===== config.mk =====
export PLATFORM = sky130hd
export DESIGN_NAME = kfli_lane
export DESIGN_NICKNAME = d
export VERILOG_FILES = /design/src/hdl/keyframe_linear_interpolator_macros.svh /design/src/hdl/kfli_pkg.sv /design/src/hdl/kfli_lane.sv
export SDC_FILE = /design/constraint.sdc
export NUM_CORES = 2
export LEC_CHECK = 0
export BUFFER_PORTS_ARGS = -buffer_cell sky130_fd_sc_hd__clkbuf_2
export CELL_PAD_IN_SITES_DETAIL_PLACEMENT = 0
export CELL_PAD_IN_SITES_GLOBAL_PLACEMENT = 1
export CORE_MARGIN = 10
export CORE_UTILIZATION = 40
export CTS_CLUSTER_DIAMETER = 80
export DETAILED_ROUTE_END_ITERATION = 16
export GPL_TIMING_DRIVEN = 1
export PLACE_DENSITY_LB_ADDON = 0.1
export SYNTH_ARGS = -nofsm -noshare
export SYNTH_HDL_FRONTEND = slang
export SYNTH_SLANG_ARGS = --single-unit

===== constraint.sdc =====
create_clock -name clk -period 9.45 [get_ports clk]
set_input_delay 0.945 -clock clk [delete_from_list [all_inputs] [get_ports clk]]
set_output_delay 0.945 -clock clk [all_outputs]
set_load 0.005 [all_outputs]

===== src/hdl/keyframe_linear_interpolator_macros.svh =====
// Assertion macros for the keyframe linear interpolator.
`ifndef KEYFRAME_LINEAR_INTERPOLATOR_MACROS_SVH
`define KEYFRAME_LINEAR_INTERPOLATOR_MACROS_SVH
`ifndef SYNTHESIS
`define KLI_ASSERT_SAME(label, ante, cons) \
    label: assert property (@(posedge clk) disable iff (!rst_n) (ante) |-> (cons)) \
        else $error("keyframe interpolator check failed");
`define KLI_ASSERT_NEXT(label, ante, cons) \
    label: assert property (@(posedge clk) disable iff (!rst_n) (ante) |=> (cons)) \
        else $error("keyframe interpolator check failed");
`else
`define KLI_ASSERT_SAME(label, ante, cons)
`define KLI_ASSERT_NEXT(label, ante, cons)
`endif
`endif


===== src/hdl/kfli_pkg.sv =====
`timescale 1ns / 1ps
// ---------------------------------------------------------------------------
// Keyframe interpolator package
// Shared constants, command and status codes and the lane control type.
// ---------------------------------------------------------------------------
package kfli_pkg;

    localparam int MAX_KEYS = 64;
    localparam int KEY_AW   = $clog2(MAX_KEYS);
    localparam int CNT_W    = $clog2(MAX_KEYS + 1);
    localparam int DATA_W   = 32;
    localparam int STEPS_W  = 16;
    localparam int MAG_W    = DATA_W + 1;
    localparam int DCNT_W   = $clog2(MAG_W + 1);

    typedef enum logic [2:0] {
        CMD_TICK   = 3'd0,
        CMD_APPEND = 3'd1,
        CMD_MODIFY = 3'd2,
        CMD_DELETE = 3'd3,
        CMD_START  = 3'd4,
        CMD_STOP   = 3'd5,
        CMD_SET    = 3'd6,
        CMD_NONE   = 3'd7
    } cmd_t;

    typedef enum logic [1:0] {
        ST_OK    = 2'd0,
        ST_FULL  = 2'd1,
        ST_EMPTY = 2'd2,
        ST_FEW   = 2'd3
    } status_t;

    typedef struct packed {
        logic              wr_en;
        logic [KEY_AW-1:0] wr_addr;
        logic [KEY_AW-1:0] rd_addr;
        logic              load_base;
        logic              load_pose;
        logic              div_start;
        logic              tick_add;
        logic              set_pose;
        logic              load_step;
    } lane_ctl_t;

endpackage


===== src/hdl/kfli_lane.sv =====
`timescale 1ns / 1ps
// ---------------------------------------------------------------------------
// Keyframe interpolator axis lane
// Key memory, increment divider, increment and saturating pose of one axis.
// ---------------------------------------------------------------------------
module kfli_lane
(
    input  logic                                  clk,
    input  logic                                  rst_n,
    input  kfli_pkg::lane_ctl_t                   ctl,
    input  logic signed [kfli_pkg::DATA_W-1:0]    key_in,
    input  logic [kfli_pkg::STEPS_W-1:0]          divisor,
    output logic signed [kfli_pkg::DATA_W-1:0]    pose,
    output logic                                  busy
);

    logic [kfli_pkg::DATA_W-1:0]         mem [kfli_pkg::MAX_KEYS];
    logic [kfli_pkg::DATA_W-1:0]         rd_reg;
    logic [kfli_pkg::DATA_W-1:0]         base_reg;
    logic [kfli_pkg::MAG_W-1:0]          num_reg;
    logic [kfli_pkg::MAG_W-1:0]          num_next;
    logic [kfli_pkg::STEPS_W-1:0]        rem_reg;
    logic [kfli_pkg::STEPS_W-1:0]        rem_next;
    logic                                sign_reg;
    logic [kfli_pkg::DCNT_W-1:0]         cnt_reg;
    logic                                busy_reg;
    logic signed [kfli_pkg::DATA_W-1:0]  pose_reg;
    logic signed [kfli_pkg::DATA_W-1:0]  pose_next;
    logic signed [kfli_pkg::DATA_W-1:0]  step_reg;
    logic signed [kfli_pkg::DATA_W-1:0]  step_next;
    logic [kfli_pkg::MAG_W-1:0]          diff;
    logic [kfli_pkg::MAG_W-1:0]          mag;
    logic [kfli_pkg::STEPS_W:0]          trial;
    logic [kfli_pkg::STEPS_W:0]          trial_sub;
    logic [kfli_pkg::DATA_W:0]           sum;

    always_ff @(posedge clk)
    begin
        if (ctl.wr_en)
        begin
            mem[ctl.wr_addr] <= key_in;
        end
        rd_reg <= mem[ctl.rd_addr];
    end

    assign diff  = {rd_reg[kfli_pkg::DATA_W-1], rd_reg} - {base_reg[kfli_pkg::DATA_W-1], base_reg};
    assign mag   = diff[kfli_pkg::MAG_W-1] ? (~diff + 1'b1) : diff;
    assign trial = {rem_reg, num_reg[kfli_pkg::MAG_W-1]};
    assign trial_sub = trial - {1'b0, divisor};

    always_comb
    begin
        if (!trial_sub[kfli_pkg::STEPS_W])
        begin
            rem_next = trial_sub[kfli_pkg::STEPS_W-1:0];
            num_next = {num_reg[kfli_pkg::MAG_W-2:0], 1'b1};
        end
        else
        begin
            rem_next = trial[kfli_pkg::STEPS_W-1:0];
            num_next = {num_reg[kfli_pkg::MAG_W-2:0], 1'b0};
        end
    end

    always_comb
    begin
        if (!sign_reg)
        begin
            if (num_reg > {1'b0, 1'b0, {(kfli_pkg::DATA_W-1){1'b1}}})
                step_next = {1'b0, {(kfli_pkg::DATA_W-1){1'b1}}};
            else
                step_next = num_reg[kfli_pkg::DATA_W-1:0];
        end
        else
        begin
            if (num_reg > {1'b0, 1'b1, {(kfli_pkg::DATA_W-1){1'b0}}})
                step_next = {1'b1, {(kfli_pkg::DATA_W-1){1'b0}}};
            else
                step_next = ~num_reg[kfli_pkg::DATA_W-1:0] + 1'b1;
        end
    end

    assign sum = {pose_reg[kfli_pkg::DATA_W-1], pose_reg} + {step_reg[kfli_pkg::DATA_W-1], step_reg};

    always_comb
    begin
        pose_next = pose_reg;
        if (ctl.set_pose)
        begin
            pose_next = key_in;
        end
        else if (ctl.load_base && ctl.load_pose)
        begin
            pose_next = rd_reg;
        end
        else if (ctl.tick_add)
        begin
            if (sum[kfli_pkg::DATA_W] != sum[kfli_pkg::DATA_W-1])
                pose_next = sum[kfli_pkg::DATA_W] ? {1'b1, {(kfli_pkg::DATA_W-1){1'b0}}}
                                                  : {1'b0, {(kfli_pkg::DATA_W-1){1'b1}}};
            else
                pose_next = sum[kfli_pkg::DATA_W-1:0];
        end
    end

    always_ff @(posedge clk)
    begin
        if (ctl.load_base)
        begin
            base_reg <= rd_reg;
        end
        if (ctl.div_start)
        begin
            sign_reg <= diff[kfli_pkg::MAG_W-1];
            num_reg  <= mag;
            rem_reg  <= '0;
        end
        else if (busy_reg)
        begin
            num_reg <= num_next;
            rem_reg <= rem_next;
        end
    end

    always_ff @(posedge clk or negedge rst_n)
    begin
        if (!rst_n)
        begin
            pose_reg <= '0;
            step_reg <= '0;
            busy_reg <= 1'b0;
            cnt_reg  <= '0;
        end
        else
        begin
            pose_reg <= pose_next;
            if (ctl.load_step)
            begin
                step_reg <= step_next;
            end
            if (ctl.div_start)
            begin
                busy_reg <= 1'b1;
                cnt_reg  <= kfli_pkg::DCNT_W'(kfli_pkg::MAG_W);
            end
            else if (busy_reg)
            begin
                cnt_reg <= cnt_reg - 1'b1;
                if (cnt_reg == kfli_pkg::DCNT_W'(1))
                    busy_reg <= 1'b0;
            end
        end
    end

    assign pose = pose_reg;
    assign busy = busy_reg;

endmodule


# Yosys cells after proc, flatten, opt, wreduce, memory -nomap -nowiden
# Memories as Yosys holds them, arrays and structs flattened. A register that Yosys moved wholly into a read port is not among the register bits.
# Cells that the tools add are included.
# word_totals
ff_bits,153
ram_bits,2048
inputBits,69
output_inout_bits,33
memories,1
# memory_table
memory,words,width,read_ports,rd_clocked_by_memory_dff,wr,line,text
mem,64,32,1,1,1,kfli_lane.sv:17,logic [kfli_pkg::DATA_W-1:0] mem [kfli_pkg::MAX_KEYS];
# classes
add_sub_neg,6
order_cmp,2
n_eq_ne,2
mux,20
bitwise_logic,2
n_reduce_logical,3
# op_table
operator,n
two-way mux 32 bit,8
two-way mux 33 bit,3
adder 32 x 32 -> 33 bit,1
"adder 33 x 1 -> 33 bit, second input constant",1
"greater-than comparator 33 x 31 -> 1 bit, second input constant",1
"greater-than comparator 33 x 32 -> 1 bit, second input constant",1
inverter 33 bit,1
subtractor 32 x 32 -> 33 bit,1
"adder 32 x 1 -> 32 bit, second input constant",1
inverter 32 bit,1
subtractor 17 x 16 -> 17 bit,1
two-way mux 16 bit,1
two-way mux 6 bit,2
"equality test 6 x 1 -> 1 bit, second input constant",1
two-way mux 1 bit,6
"subtractor 6 x 1 -> 6 bit, second input constant",1
nonzero test 3 bit,1
nonzero test 2 bit,1
logical AND 1 bit,1
inequality test 1 bit,1

# Logic depth before layout (Yosys ltp)
# logic_depth
depth_word,6
mapped_depth,15

# Least setup slack after synthesis
# Ideal clock, no wire load.
# synth_timing
path_type,input port to flip-flop
start,in ctl[15] (netlist bit)
end,"mem mem[48][0] (netlist bit), enable pin"
arrival_ns,3.670
required_time_ns,8.989
slack_ns,5.319
stages,4
path_buffers,1
cell_sequence,clkbuf_1 nor2b_1 nand4b_1 nor3_1
# synth_rtl
element,line,text
start: declaration,kfli_lane.sv:10,"input kfli_pkg::lane_ctl_t ctl,"
end: declaration,kfli_lane.sv:17,
# Straight into the memory's write port.

# Worst setup path in the final report
# layout_timing
start,"reg pose_reg, in the netlist pose[0]"
end,"reg pose_reg, in the netlist pose[0]"
# layout_via
elab_chain_len,6
elab_cells_between_ends,7
# layout_lines
element,line,text
start: declaration,kfli_lane.sv:27,logic signed [kfli_pkg::DATA_W-1:0] pose_reg;
start signal: assignment,kfli_lane.sv:136,pose_reg <= pose_next;
adder 32 x 32 -> 33 bit (*),kfli_lane.sv:83,"assign sum = {pose_reg[kfli_pkg::DATA_W-1], pose_reg} + {step_reg[kfli_pkg::DATA_W-1], step_reg};"
two-way mux 32 bit or inequality test 1 bit (tied branches),"kfli_lane.sv:99, kfli_lane.sv:98",
two-way mux 32 bit (*),kfli_lane.sv:98,if (sum[kfli_pkg::DATA_W] != sum[kfli_pkg::DATA_W-1])
two-way mux 32 bit (*),kfli_lane.sv:96,else if (ctl.tick_add)
two-way mux 32 bit (*),kfli_lane.sv:92,else if (ctl.load_base && ctl.load_pose)
two-way mux 32 bit (*),kfli_lane.sv:88,if (ctl.set_pose)
# Every way passes the cells marked *; elsewhere a longest branch is shown, timed or not. The select of a mux whose other input is x is not followed.
# A chain may end at the register's enable or synchronous reset.

==> results.toml <==
[clock_tree]
cts_hold_buffers = 0
clock-sinks = 2233
clk_latency_ns = 0.87
cts_resized = 0
cts_htree_levels = 4
clk_pin_slew_ns = 0.06
cts_tree = "built"
numCtsBuffers = 232
postCtsSetupBuffers = 0
clockRootBuffer = "clkbuf_16"
clk_path_buf_depth = 3

[timing]
rsz0062_at_grt = "no"
fin_setup_tns_ns = 0
drv_slew = 0
worstMarginPinSlew_ns = 1.185
fmax_mhz = 213.4
finalHoldViolCount = 0
finalCriticalPeriod_ns = 4.685
relSlewSlack = 0.2066
timing.final.crit_share = 0.4958
setup_viol = 0
fin_skew_ns = 0.04500

[power_and_ir_drop]
swShare = 0.2703
power_frac_seq = 0.476
p_int_mw = 17.91
power_frac_clock = 0.367
leakage_nw = 33.01
p_switching_mw = 6.634
p_per_area_nw_per_um2 = 237.2
vdd.ir_drop.worst_v = 0.0001713
total_power_mw = 24.55
p_comb_frac = 0.157

[floorplanning]
core.rowCount = 174
die_h_um = 496.8
core_area_um2 = 225500
start_util = 0.4032
die-area_um2 = 246800
die_w_um = 496.8
io_pins = 102

[setup_path]
critPathKind = "reg2reg"
end_kind = "flip-flop"
reg2reg_depth = 13
reg2reg_to = "pose[0]"
cp.required_ns = 10.20
worstSetupStartpointType = "flip-flop"
startpoint = "pose[0]"
path_max_fanout = 20
rrSetupSlack_ns = 4.76
r2r-start = "pose[0]"
worstPathArrival_ns = 5.44

[min_path]
hp-class = "in2async"

[synth]
synth_top_family_by_area = "multiplexers"
synthesis.nets = 4709
synth_largest_area_cell = "edfxtp_1"
synth-warning-count = 0
synth_top_area_share = 0.6980
ys_seq_area_frac = 0.7281
synth_area_per_cell_um2 = 19.98
yosys.area_share.simple = 0.03277
synth_area_um2 = 90950
synth_async_sr_flop_share = 0.03180
yosysUniqueCellTypes = 86
synth_xor_area_frac = 0.008378
ys_seq_elements = 2233
synth_edf_count = 2114
synth_mux_area_frac = 0.1685
synth_fa_ha_area_frac = 0.01235
synth_area_leaders = "edfxtp_1, mux4_2, dfrtp_1"
synth_ff_type = "edfxtp_1"
synth_compound_gate_area_share = 0.03646
synthCells = 4552

[route]
met2WireLength_um = 118500
ant_nets = 0
post-route-drc-count = 0
viasPerCell = 5.740
met1_length_um = 111100
drtPass1Iterations = 6
totalWireLength_um = 244600
via_count = 45803
dr.max_layer_used = "met5"
wl_per_cell_um = 30.65
wl_met3_um = 9929
drt_iter0_drc = 4476

[finish]
largest_reg_flops = 2048
area_delta_synth_final_pct = 13.81
fillers = 19219
layout_common_cells = "edfxtp_1, mux4_2, clkbuf_16"
mostFrequentLayoutCell = "edfxtp_1"
drive_gt1_frac = 0.2676
finalNetCount = 4935

[global_route]
grt_use_total = 0.1948
grt_antenna_before_repair = 12
first_global_vias = 47119
grt_overflow = 0
grt_max_degree = 94
grt_pass1_wl_um = 353300

[place]
dp_hpwl_um = 139300
gp_congestion = 0.8078
numPortBuffers = 101

[run]
cap_violations = 0

[outcome]
status = "finished, final reports clean"
[critical path: stages (launching register included)]
cell and delay [ns]:
dfrtp_1 0.38, ha_1 0.21, inv_1 0.07, fa_1 0.39, nor2b_1 0.12, o21ai_0 0.12
a21o_1 0.23, a21oi_1 0.21, a21oi_1 0.12, o21ai_0 0.47, a211oi_1 0.21, o221ai_1 0.72
nand3_1 0.87, o211ai_1 0.44
[stage by stage]
step | worst slack (ns) | hold WS [ns] | cell area (um2) | utilization | instances
floorplan | 5.319 | 0.4300 | 90950 | - | 4552
finish | 4.765 | 0.2457 | 103500 | 0.4589 | 7980
global placement | 4.687 | 0.4443 | 95930 | 0.4253 | 7536
CTS | 4.696 | 0.2322 | 103500 | 0.4589 | 7977
global route | 4.235 | 0.2860 | 103500 | 0.4589 | 7978
detailed placement | 4.599 | 0.4506 | 95930 | 0.4253 | 7536
[cells in the mapped netlist, drive strengths merged, types with 7 or more instances]
| master | instances |
|---|---|
| a21o | 44 |
| ha | 85 |
| nand3b | 23 |
| a211oi | 26 |
| nor3 | 54 |
| mux4 | 666 |
| o22a | 10 |
| nor2b | 18 |
| o21bai | 11 |
| mux2 | 12 |
| buf | 65 |
| nand2 | 121 |
| nor2 | 213 |
| and2 | 13 |
| a31oi | 23 |
| dfxtp | 48 |
| or3 | 17 |
| o21ai | 80 |
| or4 | 7 |
| xor2 | 33 |
| xnor2 | 54 |
| and3 | 11 |
| o21a | 20 |
| mux2i | 19 |
| clkbuf | 174 |
| dfrtp | 71 |
| nand2b | 14 |
| o31ai | 14 |
| edfxtp | 2114 |
| a21oi | 198 |
| inv | 85 |
| o211ai | 22 |
| nor4 | 11 |
| or2 | 11 |
| nand3 | 40 |
| nand4b | 7 |
| nand4 | 30 |
[power by group through the flow]
stage	combinational, mW	sequential (mW)	clock, mW
global route	4.25	11.7	9.63
finish	3.85	11.7	9.02
CTS	3.87	11.7	9.21
global placement	3.87	11.9	0
detailed placement	3.84	11.9	0
floorplan	2.67	11.6	0
[routing by layer]
metal,GRT usage,vias to the layer above
met5,0,-
met4,0.04355,2
met3,0.02363,294
met2,0.3177,1152
met1,0.2819,24935
li1,-,19420
[worst max-delay path by stage]
stage / cells past startpoint / to / slack (ns)
after detailed placement: 14 / rem_reg[1] / 4.60
after CTS: 13 / pose[0] / 4.70
after global routing: 13 / pose[0] / 4.24
after floorplan: 4 / mem[48][0] / 5.32
after global placement: 14 / rem_reg[1] / 4.69
final: 13 / pose[0] / 4.76
[cell type report]
cell class | instances | area [um2] | share of cell area
clock inverter | 128 | 1255 | 0.01212
antenna | 3 | 7.507 | 0.00007253
timing repair buffer | 231 | 1650 | 0.01594
sequential | 2233 | 66220 | 0.6398
inverter | 85 | 319.1 | 0.003083
clock buffer | 313 | 6314 | 0.06100
tap | 2992 | 3744 | 0.03617
multi-input combinational | 1995 | 24000 | 0.2318
[kinds of logic after synthesis]
family	count (synthesis)
buffers and inverters	324
AOI/OAI and AO/OA	518
DFF	2233
and+or+nand+nor	605
xor gates and xnor gates	87
adders and majority gates	88
muxes	697
Note: power is estimated with default switching activity, not from simulation.
